`src/sv/tkfk_pkg.sv`:
```
// ----------------------------------------------------------------------------
// tkfk_pkg
// Shared types, widths and codes for the top-K fitness keeper.
// ----------------------------------------------------------------------------
package tkfk_pkg;

	localparam int MAX_ENTRIES = 16;
	localparam int FIT_W       = 32;
	localparam int TAG_W       = 16;
	localparam int GEN_W       = 16;
	localparam int RANK_W      = 4;
	localparam int COUNT_W     = 5;
	localparam int LIMIT_W     = 5;
	localparam int CFG_IDX_W   = 1;
	localparam int CFG_DATA_W  = 5;

	// Configuration register indexes
	localparam logic [CFG_IDX_W-1:0] REG_HIGHEST_MODE = 1'b0;
	localparam logic [CFG_IDX_W-1:0] REG_KEEP_LIMIT   = 1'b1;

	// Command codes
	localparam logic CMD_INSERT = 1'b0;
	localparam logic CMD_READ   = 1'b1;

	// One ranked list entry
	typedef struct packed {
		logic signed [FIT_W-1:0] fit;
		logic [TAG_W-1:0]        tag;
	} entry_t;

	typedef enum logic [2:0] {
		ST_IDLE,
		ST_SCAN,
		ST_SHIFT,
		ST_PLACE,
		ST_FETCH,
		ST_REPLY
	} state_t;

	// True when a is strictly better than b in the chosen direction
	function automatic logic better(input logic signed [FIT_W-1:0] a,
			input logic signed [FIT_W-1:0] b, input logic highest);
		return highest ? (a > b) : (a < b);
	endfunction

endpackage

```
`src/sv/top_k_fitness_keeper_unit.sv`:
```
// ----------------------------------------------------------------------------
// top_k_fitness_keeper_unit
// Sorted top-K candidate list held in one synchronous memory, plus best-ever
// fitness tracking. Inserts walk the list from the head, carrying displaced
// entries one rank down.
// ----------------------------------------------------------------------------
// Read command: busy through the fetch and reply states, done in the reply state.
// Insert: busy through the scan and shift (or place) states, then fetch and reply;
//   done in the reply state; the walk covers the entries held, clipped to the limit.
//   At most one memory read and one write per cycle; no new command while busy.
// Results are shown for one cycle on done; the receiver cannot stall.
// Reset clears the count, best-ever record and state, and sets the mode and limit
//   registers to defaults; the list memory is not cleared, ranks past the count read invalid.
module top_k_fitness_keeper_unit (
	input  logic                               clk,
	input  logic                               arst_n,
	// Command channel
	input  logic                               start,
	output logic                               busy,
	input  logic                               cmd,
	input  logic signed [tkfk_pkg::FIT_W-1:0]  candidate_fitness,
	input  logic [tkfk_pkg::TAG_W-1:0]         candidate_id,
	input  logic [tkfk_pkg::GEN_W-1:0]         generation,
	input  logic [tkfk_pkg::RANK_W-1:0]        read_rank,
	// Result channel
	output logic                               done,
	output logic                               entry_valid,
	output logic signed [tkfk_pkg::FIT_W-1:0]  entry_fitness,
	output logic [tkfk_pkg::TAG_W-1:0]         entry_id,
	output logic [tkfk_pkg::COUNT_W-1:0]       entry_count,
	output logic                               best_valid,
	output logic signed [tkfk_pkg::FIT_W-1:0]  best_fitness,
	output logic [tkfk_pkg::GEN_W-1:0]         best_generation,
	// Configuration write port
	input  logic                               wr_en,
	input  logic [tkfk_pkg::CFG_IDX_W-1:0]     wr_index,
	input  logic [tkfk_pkg::CFG_DATA_W-1:0]    wr_data
);
	import tkfk_pkg::*;

	localparam int AW = (MAX_ENTRIES > 1) ? $clog2(MAX_ENTRIES) : 1;
	localparam int CW = $clog2(MAX_ENTRIES + 1);

	// List memory
	entry_t mem [MAX_ENTRIES];
	entry_t rd_q;

	logic          mem_we;
	logic [AW-1:0] mem_wa;
	entry_t        mem_wd;
	logic          mem_re;
	logic [AW-1:0] mem_ra;

	state_t state_q, state_d;

	// Configuration
	logic               mode_q;
	logic [LIMIT_W-1:0] limit_q;

	// Command in flight
	logic                    cmd_q;
	logic signed [FIT_W-1:0] fit_q;
	logic [TAG_W-1:0]        tag_q;
	logic [GEN_W-1:0]        gen_q;
	logic [RANK_W-1:0]       rank_q;
	logic [CW-1:0]           lim_q;
	logic [CW-1:0]           n_q;
	logic [AW-1:0]           idx_q;
	entry_t                  carry_q;
	logic                    ent_valid_q;

	// List and best-ever state
	logic [CW-1:0]           held_q;
	logic signed [FIT_W-1:0] head_q;
	logic signed [FIT_W-1:0] best_fit_q;
	logic [GEN_W-1:0]        best_gen_q;
	logic                    best_seen_q;

	logic          accept;
	logic [CW-1:0] lim_now;
	logic [CW-1:0] n_eff;
	logic          cand_better;
	logic [CW-1:0] idx_nxt;
	logic [CW-1:0] last_idx;
	logic          more_held;
	logic          more_shift;
	logic          rank_ok;

	assign accept = start && (state_q == ST_IDLE);

	// Clip the configured limit to 1..MAX_ENTRIES
	always_comb begin
		if (limit_q == '0) begin
			lim_now = CW'(1);
		end else if (int'(limit_q) > MAX_ENTRIES) begin
			lim_now = CW'(MAX_ENTRIES);
		end else begin
			lim_now = CW'(limit_q);
		end
	end

	assign n_eff       = (held_q < lim_now) ? held_q : lim_now;
	assign cand_better = better(fit_q, rd_q.fit, mode_q);
	assign idx_nxt     = CW'(idx_q) + CW'(1);
	// lowest rank that receives an entry: one past the tail, or the tail when full
	assign last_idx    = (n_q < lim_q) ? n_q : lim_q - CW'(1);
	assign more_held   = idx_nxt < n_q;
	assign more_shift  = CW'(idx_q) < last_idx;
	assign rank_ok     = int'(rank_q) < int'(held_q);

	// Next state
	always_comb begin
		state_d = state_q;
		unique case (state_q)
			ST_IDLE: begin
				if (start) begin
					if (cmd == CMD_READ) begin
						state_d = ST_FETCH;
					end else if (n_eff == '0) begin
						state_d = ST_PLACE;
					end else begin
						state_d = ST_SCAN;
					end
				end
			end
			ST_SCAN: begin
				if (cand_better) begin
					if (more_shift) begin
						state_d = ST_SHIFT;
					end else begin
						state_d = ST_FETCH;
					end
				end else if (!more_held) begin
					if (n_q < lim_q) begin
						state_d = ST_PLACE;
					end else begin
						state_d = ST_FETCH;
					end
				end
			end
			ST_SHIFT: begin
				if (!more_shift) begin
					state_d = ST_FETCH;
				end
			end
			ST_PLACE: state_d = ST_FETCH;
			ST_FETCH: state_d = ST_REPLY;
			ST_REPLY: state_d = ST_IDLE;
			default:  state_d = ST_IDLE;
		endcase
	end

	// Memory port control and handshake outputs
	always_comb begin
		mem_we = 1'b0;
		mem_wa = '0;
		mem_wd = rd_q;
		mem_re = 1'b0;
		mem_ra = '0;
		unique case (state_q)
			ST_IDLE: begin
				if (start && cmd == CMD_INSERT && n_eff != '0) begin
					mem_re = 1'b1;
					mem_ra = '0;
				end
			end
			ST_SCAN: begin
				// drop the candidate in front of the first entry it beats
				if (cand_better) begin
					mem_we     = 1'b1;
					mem_wa     = idx_q;
					mem_wd.fit = fit_q;
					mem_wd.tag = tag_q;
				end
				mem_re = more_held;
				mem_ra = AW'(idx_nxt);
			end
			ST_SHIFT: begin
				// move the carried entry one rank down, fetch the next one
				mem_we = 1'b1;
				mem_wa = idx_q;
				mem_wd = carry_q;
				mem_re = more_held;
				mem_ra = AW'(idx_nxt);
			end
			ST_PLACE: begin
				mem_we     = 1'b1;
				mem_wa     = idx_q;
				mem_wd.fit = fit_q;
				mem_wd.tag = tag_q;
			end
			ST_FETCH: begin
				mem_re = 1'b1;
				mem_ra = rank_ok ? AW'(rank_q) : '0;
			end
			ST_REPLY: begin
			end
			default: begin
			end
		endcase
	end

	assign busy = (state_q != ST_IDLE);
	assign done = (state_q == ST_REPLY);

	assign entry_valid     = ent_valid_q;
	assign entry_fitness   = ent_valid_q ? rd_q.fit : '0;
	assign entry_id        = ent_valid_q ? rd_q.tag : '0;
	assign entry_count     = COUNT_W'(held_q);
	assign best_valid      = best_seen_q;
	assign best_fitness    = best_fit_q;
	assign best_generation = best_gen_q;

	// Memory write and registered read
	always_ff @(posedge clk) begin
		if (mem_we) begin
			mem[mem_wa] <= mem_wd;
		end
	end

	always_ff @(posedge clk) begin
		if (mem_re) begin
			rd_q <= mem[mem_ra];
		end
	end

	// Configuration registers
	always_ff @(posedge clk or negedge arst_n) begin
		if (!arst_n) begin
			mode_q  <= 1'b1;
			limit_q <= LIMIT_W'(16);
		end else if (wr_en) begin
			unique case (wr_index)
				REG_HIGHEST_MODE: mode_q  <= wr_data[0];
				REG_KEEP_LIMIT:   limit_q <= wr_data[LIMIT_W-1:0];
				default: begin
				end
			endcase
		end
	end

	// Control state
	always_ff @(posedge clk or negedge arst_n) begin
		if (!arst_n) begin
			state_q     <= ST_IDLE;
			held_q      <= '0;
			best_fit_q  <= '0;
			best_gen_q  <= '0;
			best_seen_q <= 1'b0;
		end else begin
			state_q <= state_d;
			// clip the count to the limit, and grow it unless the list is at its limit
			if (accept && cmd == CMD_INSERT) begin
				held_q <= (n_eff < lim_now) ? n_eff + CW'(1) : n_eff;
			end
			// take the head as best-ever when it beats the record
			if (state_q == ST_FETCH && cmd_q == CMD_INSERT &&
					(!best_seen_q || better(head_q, best_fit_q, mode_q))) begin
				best_fit_q  <= head_q;
				best_gen_q  <= gen_q;
				best_seen_q <= 1'b1;
			end
		end
	end

	// Command payload and walk position
	always_ff @(posedge clk) begin
		if (accept) begin
			cmd_q  <= cmd;
			fit_q  <= candidate_fitness;
			tag_q  <= candidate_id;
			gen_q  <= generation;
			rank_q <= read_rank;
			lim_q  <= lim_now;
			n_q    <= n_eff;
			idx_q  <= '0;
		end
		if (state_q == ST_SCAN) begin
			carry_q <= rd_q;
			if (cand_better && idx_q == '0) begin
				head_q <= fit_q;
			end
			// advance unless the walk ends on this entry
			if (!cand_better || more_shift) begin
				idx_q <= AW'(idx_nxt);
			end
		end
		if (state_q == ST_SHIFT) begin
			carry_q <= rd_q;
			if (more_shift) begin
				idx_q <= AW'(idx_nxt);
			end
		end
		if (state_q == ST_PLACE && idx_q == '0) begin
			head_q <= fit_q;
		end
		if (state_q == ST_FETCH) begin
			ent_valid_q <= rank_ok;
		end
	end

	// Checks
	a_held_bound: assert property (@(posedge clk) disable iff (!arst_n)
		int'(held_q) <= MAX_ENTRIES)
		else $error("held count exceeds list depth");

	a_done_after_fetch: assert property (@(posedge clk) disable iff (!arst_n)
		done |-> $past(state_q == ST_FETCH))
		else $error("result strobe without a preceding fetch");

	a_busy_after_accept: assert property (@(posedge clk) disable iff (!arst_n)
		accept |=> busy)
		else $error("accepted command did not raise busy");

	a_no_same_entry: assert property (@(posedge clk) disable iff (!arst_n)
		(mem_we && mem_re) |-> (mem_wa != mem_ra))
		else $error("read and write of the same entry in one cycle");

	a_valid_needs_entries: assert property (@(posedge clk) disable iff (!arst_n)
		entry_valid |-> (held_q != '0))
		else $error("valid entry reported from an empty list");

endmodule

```
`config.mk`:
```
export PLATFORM = sky130hd
export DESIGN_NAME = top_k_fitness_keeper_unit
export DESIGN_NICKNAME = d
export VERILOG_FILES = /design/src/sv/tkfk_pkg.sv /design/src/sv/top_k_fitness_keeper_unit.sv
export SDC_FILE = /design/constraint.sdc
export NUM_CORES = 1
export LEC_CHECK = 0
export BUFFER_PORTS_ARGS = -buffer_cell sky130_fd_sc_hd__buf_2
export CAP_MARGIN = 5
export CORE_UTILIZATION = 30
export CTS_BUF_LIST = sky130_fd_sc_hd__clkbuf_16
export DETAILED_ROUTE_END_ITERATION = 8
export GPL_ROUTABILITY_DRIVEN = 0
export PLACE_DENSITY = 0.46
export REMOVE_ABC_BUFFERS = 1
export SYNTH_ARGS = -nofsm -noshare
export SYNTH_HDL_FRONTEND = slang
export SYNTH_SLANG_ARGS = --single-unit
```
`constraint.sdc`:
```
create_clock -name clk -period 11 [get_ports clk]
set_clock_uncertainty 0.15 [all_clocks]
set_input_delay 1.1 -clock clk [delete_from_list [all_inputs] [get_ports clk]]
set_output_delay 1.1 -clock clk [all_outputs]
set_load 0.05 [all_outputs]
```
# [Word-level counts from Yosys, hierarchy flattened]
# Memories as Yosys holds them, arrays and structs flattened. A register that Yosys moved wholly into a read port is not among the register bits.
# Index checks and enable logic that the tools add are counted.
[classes] n_eq_ne=8 div=0 muxes=40 mul=0 order_cmp=11 add_sub_neg=3 bitwise_logic=3 n_shift=0 n_reduce_logical=27
[ops] operator="$mux 48" count=3
[ops] operator="$pmux 48 s3" count=1
[ops] operator="$mux 32" count=4
[ops] operator="$gt 32x32->1" count=2
[ops] operator="$lt 32x32->1" count=2
[ops] operator="$mux 4" count=7
[ops] operator="$mux 5" count=5
[ops] operator="$mux 3" count=7
[ops] operator="$lt 5x5->1" count=4
[ops] operator="$mux 16" count=1
[ops] operator="$pmux 4 s2" count=2
[ops] operator="$pmux 3 s5" count=1
[ops] operator="$logic_not 5->1" count=2
[ops] operator="$lt 4x5->1" count=2
[ops] operator="$logic_and 1x1->1" count=8
[ops] operator="$eq 3x2->1 const B" count=2
[ops] operator="$eq 3x3->1 const B" count=2
[ops] operator="$mux 1" count=6
[ops] operator="$reduce_and 2->1" count=3
[ops] operator="$reduce_bool 2->1" count=3
[ops] operator="$add 4x1->5 const B" count=1
[ops] operator="$add 5x1->5 const B" count=1
[ops] operator="$gt 5x5->1 const B" count=1
[ops] operator="$reduce_bool 5->1" count=1
[ops] operator="other kinds (15)" count=21
[totals] ff_bits=227 latch_bits=0 elab_cells=112 out_inout_bits=105 in_bits=79 rom_bits=0 mem_count=1 mem_bits_rw=768
[mem_list] memory="mem" depth=16 width=48 read_ports=1 rd_clocked_by_memory_dff=1 wr=1 line_no="top_k_fitness_keeper_unit.sv:45" source="entry_t mem [MAX_ENTRIES];"

# [Longest topological paths before layout]
# Gate-level depths: netlist (run 1).
[logic_depth] ltp_word=10 depth_mapped=16 mapped_depth_nobuf=16

# [Least setup slack after synthesis (run 1)]
# No wires, ideal clock.
[synth_timing] kind="register to register" start="reg fit_q[14]" end="mem mem[12][0] (netlist bit) (enable)" n_path_buf=1 t_arrival_ps=7124 stages_incl_launch_ff=11 required_ps=10277 slack_ps=3153 synth_period_minus_slack_ps=7847 setup_ps=573 cell_sequence="edfxtp_1 -> ha_1 -> nand4_1 -> or4_4 -> a21oi_2 -> o41ai_1 -> a32o_1 -> o31ai_1 -> nand2b_1 -> clkbuf_1 -> nor4_1"
[synth_between] elab_chain_cells=6 elab_cells_between_ends=9 classes_between="order compare: 2; mux: 7"
[synth_lines] item="from (decl)" line_no="top_k_fitness_keeper_unit.sv:62" source="logic signed [FIT_W-1:0] fit_q;"
[synth_lines] item="from (signal assigned)" line_no="top_k_fitness_keeper_unit.sv:270" source="fit_q <= candidate_fitness;"
[synth_lines] item="$lt 32x32->1 / $gt 32x32->1 (equally long branches)" line_no="tkfk_pkg.sv:43" source="return highest ? (a > b) : (a < b);"
[synth_lines] item="$mux 1 *" line_no="tkfk_pkg.sv:43"
[synth_lines] item="$mux 1" line_no="top_k_fitness_keeper_unit.sv:169" source="if (cand_better) begin"
[synth_lines] item="$pmux 1 s2" line_no="top_k_fitness_keeper_unit.sv:160" source="unique case (state_q)"
[synth_lines] item="$mux 1" line_no="top_k_fitness_keeper_unit.sv:216" source="if (mem_we) begin"
[synth_lines] item="$mux 1 (implied by the code)" line_no="top_k_fitness_keeper_unit.sv:217" source="mem[mem_wa] <= mem_wd;"
[synth_lines] item="to (decl)" line_no="top_k_fitness_keeper_unit.sv:45"
# Mark *: on every way between the ends. The rest lies on a longest branch, timed or not.

==> run_results.csv, run 1 <==
group,metric,value,unit
outcome,status,"finished clean",
sta,hold_viol,0,
logic_synthesis,synth-edff-count,976,
global_routing,grt_start_max_net_pins,162,
clock_tree,worstSkewPairLatency,0.76,ns
global_routing,grt_use_met2,31.5,%
logic_synthesis,ys.flop_type,"edfxtp_1",
setup_path,worstPathRequired,11.22,ns
clock_tree,post_cts_resize_count,0,
sta,rsz0062_at_grt,"false",
route,wirelength,148000,um
placement,dp_cells,5159,
sta,max_slew_margin,14.2,%
finish,final_area,0.0510,sq mm
logic_synthesis,netlist_area,0.0440,sq mm
finish,layout.nets,3535,
clock_tree,cts_tree,"done",
power,irDropWorstVdd,0.251,mV
global_routing,antenna_found_initial,5,
placement,dp_hpwl,79600,um
route,via_per_inst,5.32,
min_path,holdCritPathClass,"reg -> reg",
route,post_drt_wl_per_cell,27.4,um
die,die_h,385,um
route,drt_iter0_markers,2564,
power,total_power,17.1,mW
sta,fin_crit_sh,51.0,%
placement,dp_slack,5.50,ns
placement,dpl_cell_area,0.0473,sq mm
logic_synthesis,ys_seq_area_share,70.4,%
clock_tree,root_buffer,"clkbuf_16",
clock_tree,numCtsBuffers,116,
logic_synthesis,synth.distinct_cells,66,
clock_tree,clockBufferDepth,3,
global_routing,met1_usage,27.8,%
global_routing,grt_pass1_vias,27783,
route,antenna_left,0,
logic_synthesis,synthArstFlopShare,6.04,%
power,power.density,336,mW/mm^2
die,die_area,0.148,sq mm
finish,n_antenna_cell,0,
global_routing,use_met3,3.34,%
sta,fin_hold_ws,0.323,ns
setup_path,crit_fanout,79,
sta,setup_tns,0,ns
sta,setup_slack,5.39,ns
logic_synthesis,yosysTopAreaCellShare,66.6,%
placement,io_buffers,183,
die,initial_core_util,30.2,%
finish,layout.cells.non_filler,5383,
logic_synthesis,synth.avg_cell_area,13.7,sq um
clock_tree,cts.sinks,1043,
global_routing,grt_pass1_wl,210000,um
job,drv_cap,0,
clock_tree,path_clk_slew,0.06,ns
global_routing,gr-total-overflow,0,
logic_synthesis,ys_ff_latch,1043,
route,drc,0,
finish,drive_gt1_share,15.4,%
setup_path,cp-start-kind,"register",
setup_path,critPathKind,"reg -> reg",
finish,area_delta_synth_final,16.0,%
clock_tree,cts_setup_buffers,0,
logic_synthesis,synth_common_cells,"edfxtp_1, nand2_1, a211oi_1",
global_routing,top_usage_layer,"met2",
power,cellLeakagePower,17.7,nW
die,row_count,140,
logic_synthesis,synth_most_common_cell,"edfxtp_1",
logic_synthesis,synth_top_area_cell,"edfxtp_1",
setup_path,arrival,5.83,ns
sta,min_period,5.61,ns
die,die_width,385,um
route,first_pass_iters,5,
sta,fmax,178,MHz
sta,drv_slew,0,
die,core,0.146,sq mm
logic_synthesis,yosys-top-cells-area,"edfxtp_1, a211oi_1, dfrtp_1, a21oi_1, nand2_1",
sta,setup_violations,0,
die,top_level_ports,184,
logic_synthesis,synthCells,3210,
setup_path,end_kind,"register",
route,vias,28620,
finish,final_util,35.1,%
logic_synthesis,yosys_warnings,0,
clock_tree,h-tree-depth,3,
sta,worst_slew_pin_slew,1.28,ns
global_routing,grt_usage,19.7,%
==> path summary, 6_finish.rpt <==
kind | from | to | slack (ns) | cells past startpoint
worst max-delay path | fit_q[21] | mem[0][21] | 5.39 | 10
worst min-delay path | gen_q[12] | best_generation[12] | 0.32 | 1
worst max register to register | fit_q[21] | mem[0][21] | 5.39 | 10
worst min register to register | gen_q[12] | best_generation[12] | 0.32 | 1
max in group asynchronous | arst_n | state_q[2] | 8.92 | 3
min in group asynchronous | arst_n | entry_count[3] | 0.54 | 2
==> flip-flops by register name, summed over array words and instances, names as in the netlist, 3 cells and up <==
| signal | flops |
|---|---|
| best_generation | 16 |
| lim_q | 5 |
| gen_q | 16 |
| head_q | 32 |
| rank_q | 4 |
| n_q | 5 |
| entry_count | 5 |
| fit_q | 32 |
| idx_q | 4 |
| rd_q | 48 |
| state_q | 3 |
| carry_q | 48 |
| mem | 768 |
| limit_q | 5 |
| best_fitness | 32 |
| tag_q | 16 |
==> power breakdown <==
part	internal [mW]	leakage (nW)	switching, mW
clock network	2.15	1.93	1.66
registers	6.07	9.65	0.458
logic	1.76	6.08	5.02
==> repair_timing <==
| action | in CTS | in global routing |
|---|---|---|
| hold buffers | 1 | 0 |
| endpoints found under the setup margin | 0 | 0 |
| hold endpoints to repair | 1 | 0 |
==> layout make-up <==
| class | count | area, sq um |
|---|---|---|
| well taps | 1917 | 2400 |
| flip-flops and latches | 1043 | 31000 |
| multi-input cells | 1845 | 12000 |
| clock inverters | 103 | 822 |
| fillers | 14113 | 94500 |
| inverters | 98 | 368 |
| clock buffers | 116 | 2900 |
| repair buffers | 261 | 1540 |
==> metal layers <==
metal | vias up | wire [um]
li1 | 12695 | -
met1 | 14741 | 66700
met2 | 970 | 68400
met3 | 214 | 9210
met4 | 0 | 3350
met5 | - | 0
==> logic make-up after synthesis <==
group                    synth area share, %
AO/OA/AOI/OAI                           13.2
adder cells (fa/ha/maj)                 2.59
AND/OR/NAND/NOR                         9.33
XOR/XNOR                               0.139
buffers and inverters                   2.86
flip-flops                              70.4
multiplexers                            1.52
==> critical path, cell delays in order (launching register included) <==
cell and delay, ns:
edfxtp_1 0.51, ha_1 0.35, a21oi_1 0.14, o21ai_0 0.31, a22o_1 0.38, nor4_1 0.38
a32o_1 0.31, or2_4 0.32, buf_4 0.84, o21ai_0 0.44, a2bb2oi_1 1.07
==> cell usage in the layout, fill, tap and decap left out, types with 5 or more instances in the layout <==
cell        count
nor2_1        109
and2_1         51
nor2b_1         8
a21oi_1       276
buf_4          75
nand3_1        10
ha_1           91
inv_1         125
o21ai_0        80
xnor2_1         5
nand4_1        10
nor2_4          5
buf_2         182
nor4_1          9
inv_6           5
clkinv_2       27
a2bb2oi_1      48
bufinv_16      10
a2111oi_0      47
nor3_1          5
o211ai_1        5
clkinv_1       25
a21o_1          9
clkinvlp_4      5
and3_1        200
a211o_1        49
nor3_2          8
nand2b_1        9
clkbuf_16     116
edfxtp_1      976
nand2_1       331
a211oi_1      295
nand3b_1       48
mux2_2         56
dfrtp_1        58
Power figures use the tool's default switching activity.
==> run 2: changes to the inputs <==
==> constraint.sdc (replaced) <==
create_clock -name clk -period 5.6 [get_ports clk]
set_clock_uncertainty 0.15 [all_clocks]
set_input_delay 0.56 -clock clk [delete_from_list [all_inputs] [get_ports clk]]
set_output_delay 0.56 -clock clk [all_outputs]
set_load 0.05 [all_outputs]
==> run 2 against run 1 <==
Core utilization up 0.99 points. First-iteration DRC count up 1.6%. Clock power up 95%. Total power up 100%. Global-route usage up 0.56 points. Via count up 1.1%. Critical path depth down 1. Sequential cell count unchanged. Die area unchanged. Sequential power up 94%. Setup slack worse by 4.7 ns. Combinational power up 110%.
==> run_results.csv, run 2 (synthesized netlist as in run 1, its figures left out) <==
group,metric,value,unit
die,row_count,140,
finish,layout.cells.non_filler,5496,
setup_path,critPathBufInv,0,
die,core,0.146,sq mm
sta,hold_viol,0,
die,initial_core_util,30.2,%
power,p_int,20.1,mW
setup_path,cpLargestDelayFamily,"compound AO/OA/AOI/OAI gates",
sta,fmax,205,MHz
power,power.density,655,mW/mm^2
finish,final_area,0.0525,sq mm
die,die_width,385,um
setup_path,cp_slowest_stage_delay,1.00,ns
finish,area_delta_synth_final,19.3,%
setup_path,worstPathRequired,5.82,ns
die,die_area,0.148,sq mm
setup_path,critPathKind,"reg -> reg",
route,post_drt_wl_per_cell,27.6,um
route,first_pass_iters,6,
sta,setup_tns,0,ns
clock_tree,cts-hold-fix-buffers,77,
min_path,holdCritPathClass,"in -> reg",
placement,dp_hpwl,84200,um
setup_path,end_kind,"register",
placement,dpl_cell_area,0.0481,sq mm
sta,worst_slew_pin_slew,1.20,ns
clock_tree,worstSkewPairLatency,0.75,ns
route,antenna_left,0,
sta,drv_slew,0,
clock_tree,cts_setup_buffers,0,
sta,max_slew_margin,19.4,%
global_routing,grt_start_max_net_pins,109,
placement,dp_cells,5211,
sta,setup_violations,0,
global_routing,grt_pass1_wl,213000,um
clock_tree,h-tree-depth,3,
finish,largest-register,"mem",
clock_tree,cts.sinks,1043,
clock_tree,numCtsBuffers,112,
power,clockPowerShare,21.6,%
setup_path,path_cells,"ha_1, nand4_1, or4_4, a21oi_2, o41ai_1, a21oi_1, or2_4, o21ai_0, a2bb2oi_1",
finish,drive_gt1_share,16.0,%
power,total_power,34.4,mW
clock_tree,post_cts_resize_count,0,
global_routing,antenna_found_initial,10,
global_routing,grt_pass1_vias,28235,
route,via_per_inst,5.26,
clock_tree,root_buffer,"clkbuf_16",
finish,seq_area,0.0310,sq mm
finish,layout_common_cells,"edfxtp_1, nand2_1, a211oi_1",
clock_tree,clockBufferDepth,3,
route,wirelength,152000,um
route,drc,0,
setup_path,cp_slowest_cell,"a2bb2oi_1",
finish,fillers,14011,
placement,io_buffers,183,
job,drv_cap,0,
setup_path,cp-start-kind,"register",
finish,multiInputGateArea,0.0120,sq mm
outcome,status,"finished clean",
power,irDropWorstVdd,0.526,mV
power,swShare,41.5,%
finish,layout.nets,3657,
clock_tree,cts_tree,"done",
sta,fin_crit_sh,86.9,%
power,power_frac_comb,41.4,%
power,cellLeakagePower,18.3,nW
finish,largest_registers,"mem (768), carry_q (48), rd_q (48)",
power,p_sw,14.3,mW
power,seq_power_share,37.0,%
sta,rsz0062_at_grt,"false",
die,die_h,385,um
setup_path,arrival,5.08,ns
sta,min_period,4.87,ns
global_routing,gr-total-overflow,0,
finish,final_common_cell,"edfxtp_1",
clock_tree,path_clk_slew,0.07,ns
finish,largest_reg_flops,768,
setup_path,crit_fanout,58,
route,drt_iter0_markers,2604,
die,top_level_ports,184,
global_routing,grt_usage,20.3,%
route,vias,28924,
-- run 2: changes by cell type in the layout (fill, tap and decap cells not counted), moves of 2 or more --
cell,delta
diode_2,+3
clkinv_1,-6
clkbuf_16,-2
clkinv_16,-3
clkinv_2,-6
buf_12,+34
bufinv_16,+2
buf_4,+16
inv_6,-3
dlygate4sd3_1,+76
-- run 2: path summary, 6_finish.rpt --
check                           slack, ns       from                 end  depth (start not counted)
min in group asynchronous            0.44     arst_n    best_fitness[16]                          3
max in group asynchronous            4.17     arst_n          state_q[0]                          3
worst min-delay path                 0.08      wr_en              mode_q                          3
worst min register to register       0.32   gen_q[5]  best_generation[5]                          1
worst max register to register       0.73  fit_q[11]         mem[15][18]                          9
worst max-delay path                 0.73  fit_q[11]         mem[15][18]                          9
-- run 2: area by class of cell --
cell class	count	area share, %
inverters	98	0.701
clock buffers	114	5.43
multi-input cells	1845	22.9
clock inverters	89	1.44
well taps	1917	4.57
diodes	3	0.0143
flip-flops and latches	1043	59.0
repair buffers	387	5.92
-- run 2: power by group through the flow --
stage                     sequential [mW]  clock [mW]  combinational, mW
after global placement               12.8           0               14.2
after floorplan                      13.3           0               7.65
after detailed placement             12.9           0               14.2
final                                12.7        7.43               14.2
after CTS                            12.7        7.57               14.3
after global routing                 12.8        7.84               15.3
-- run 2: worst reg2reg max path, stage by stage, from the launching register on --
cell	delay, ns
edfxtp_1	0.43
ha_1	0.35
nand4_1	0.29
or4_4	0.65
a21oi_2	0.17
o41ai_1	0.14
a21oi_1	0.29
or2_4	0.84
o21ai_0	0.20
a2bb2oi_1	1.00
-- run 2: metrics by stage --
stage	util (%)	setup slack, ns	hold slack (ns)
floorplan	-	-5.91	0.114
global placement	33.0	0.873	0.228
detailed placement	33.0	0.741	0.228
CTS	36.0	0.700	0.0266
global route	36.1	0.369	0.0761
finish	36.1	0.732	0.0790
-- run 2: layer usage --
layer	vias to the layer above	routed length [um]	share of wire (%)	GRT usage, %
met5	-	0	0	0
met3	217	10300	6.8	4.33
met1	14814	66900	44	27.4
li1	12912	-	-	-
met2	981	70500	46	32.6
met4	0	4120	2.7	5.69
==> run 3: changes to the inputs <==
--- a/config.mk
+++ b/config.mk
@@ -8,7 +8,7 @@
 export BUFFER_PORTS_ARGS = -buffer_cell sky130_fd_sc_hd__buf_2
 export CAP_MARGIN = 5
 export CORE_UTILIZATION = 30
-export CTS_BUF_LIST = sky130_fd_sc_hd__clkbuf_16
+export CTS_BUF_LIST = sky130_fd_sc_hd__clkbuf_2 sky130_fd_sc_hd__clkbuf_4 sky130_fd_sc_hd__clkbuf_8
 export DETAILED_ROUTE_END_ITERATION = 8
 export GPL_ROUTABILITY_DRIVEN = 0
 export PLACE_DENSITY = 0.46
==> run 3 against run 2 <==
First-iteration DRC count is 0.46% higher. Clock-buffer cell count is 139 higher. Sequential cell count stayed put. Critical path depth stayed put. Hold slack better by 0.13 ns. Die area stayed put. Core utilization is 0.066 points higher. Final cell count is 2.6% higher. Wire length is 0.79% higher. Combinational power hardly changed. Via count is 1.6% higher. Critical endpoint is now mem[9][30]. Largest cell class unchanged. Highest routed layer unchanged.
==> run_results.csv, run 3 (synthesized netlist as in run 1, its figures left out) <==
group,metric,value,unit
outcome,status,"finished clean",
die,initial_core_util,30.2,%
setup_path,arrival,5.20,ns
route,wl_met3,11200,um
setup_path,reg2reg_depth,9,
setup_path,crit_fanout,58,
finish,largest_reg_flops,768,
placement,io_buffers,183,
finish,drive_gt1_share,19.0,%
global_routing,grt_pass1_vias,28902,
route,drc,0,
setup_path,regToRegSetupSlack,0.75,ns
sta,min_period,4.85,ns
power,seq_power_share,37.4,%
clock_tree,cts_tree,"done",
die,die_area,0.148,sq mm
setup_path,worstPathRequired,5.95,ns
clock_tree,post_cts_resize_count,0,
route,wirelength,153000,um
power,cellLeakagePower,18.4,nW
route,via_per_inst,5.21,
power,p_int,19.6,mW
placement,dp_hpwl,84200,um
clock_tree,root_buffer,"clkbuf_8",
clock_tree,clockBufferDepth,3,
min_path,min_path_cells,2,
min_path,holdCritPathClass,"in -> reg",
sta,hold_viol,0,
global_routing,grt_start_max_net_pins,109,
sta,worst_slew_pin_slew,1.23,ns
clock_tree,path_clk_slew,0.06,ns
sta,rsz0062_at_grt,"false",
route,m1WireLength,66500,um
placement,dp_cells,5211,
finish,area_delta_synth_final,19.5,%
finish,multiInputGateArea,0.0120,sq mm
placement,dp_slack,0.741,ns
sta,fmax,206,MHz
sta,setup_tns,0,ns
clock_tree,worstSkewPairLatency,0.91,ns
placement,dpl_cell_area,0.0481,sq mm
global_routing,grt_pass1_wl,215000,um
min_path,worstHoldStart,"candidate_id[15]",
global_routing,grt_usage,20.4,%
setup_path,critPathKind,"reg -> reg",
finish,layout.cells.non_filler,5637,
power,power.density,647,mW/mm^2
route,vias,29387,
power,p_sw,14.4,mW
setup_path,cp-start-kind,"register",
finish,final_common_cell,"edfxtp_1",
power,power_frac_comb,41.8,%
global_routing,gr-total-overflow,0,
setup_path,r2r_start,"fit_q[10]",
sta,fin_hold_ws,0.208,ns
die,row_count,140,
route,antenna_left,0,
finish,fillers,14138,
sta,fin_crit_sh,86.6,%
sta,setup_slack,0.748,ns
job,drv_cap,0,
clock_tree,numCtsBuffers,180,
clock_tree,cts.sinks,1043,
clock_tree,h-tree-depth,4,
finish,seq_area,0.0310,sq mm
die,die_width,385,um
route,drt_iter0_markers,2616,
die,top_level_ports,184,
finish,final_area,0.0526,sq mm
sta,drv_slew,0,
setup_path,end_kind,"register",
power,clockPowerShare,20.8,%
power,swShare,42.3,%
route,first_pass_iters,7,
global_routing,antenna_found_initial,13,
route,post_drt_wl_per_cell,27.1,um
sta,max_slew_margin,17.6,%
route,dr_wl_met2,71500,um
sta,setup_violations,0,
finish,final_util,36.1,%
power,irDropWorstVdd,0.527,mV
finish,layout_common_cells,"edfxtp_1, nand2_1, a211oi_1",
die,core,0.146,sq mm
finish,layout.nets,3732,
power,total_power,34.0,mW
min_path,whs_endpoint,"tag_q[15]",
die,die_h,385,um
route,dr.max_layer_used,"met4",
setup_path,r2r_end,"mem[9][30]",
finish,largest_registers,"mem (768), carry_q (48), rd_q (48)",
finish,largest-register,"mem",
-- run 3: worst max-delay path by stage --
stage / from / to / slack, ns
after floorplan: state_q[1] / rd_q[11] / -5.91
after global placement: fit_q[11] / mem[4][27] / 0.87
after detailed placement: fit_q[10] / mem[13][44] / 0.74
after CTS: fit_q[10] / mem[8][44] / 0.68
after global routing: rd_q[21] / mem[6][30] / 0.38
final: fit_q[10] / mem[9][30] / 0.75
-- run 3: layer usage --
layer	GRT usage, %	vias up
met5	0	-
met4	6.22	0
met3	4.38	237
met2	33.0	1109
met1	27.4	14954
li1	-	13087
-- run 3: final cells by class --
class                           instances  share of cell area (%)
Sequential cell                      1043                    58.9
Multi-Input combinational cell       1845                    22.9
Timing Repair Buffer                  394                    6.04
Clock buffer                          253                    5.86
Tap cell                             1917                    4.56
Clock inverter                         86                    1.06
Inverter                               98                   0.700
Antenna cell                            1                 0.00476
-- run 3: power groups by stage --
stage | clock network (mW) | logic (mW) | registers [mW]
2_1_floorplan | 0 | 7.65 | 13.3
3_3_place_gp | 0 | 14.2 | 12.8
3_5_place_dp | 0 | 14.2 | 12.9
4_1_cts | 7.27 | 14.3 | 12.7
5_1_grt | 7.58 | 15.3 | 12.8
6_report | 7.09 | 14.2 | 12.7
-- run 3: worst max-delay path: stages, from the launching register on --
cell and delay (ns):
edfxtp_1 0.44, ha_1 0.35, nand4_1 0.27, or4_4 0.64
a21oi_2 0.16, o41ai_1 0.13, a21oi_1 0.29, or2_4 0.84
o21ai_0 0.16, a2bb2oi_1 1.01
-- run 3: what timing repair did --
action,4_1_cts,5_1_grt
setup buffers,0,0
hold endpoints to repair,140,0
hold buffers,84,0
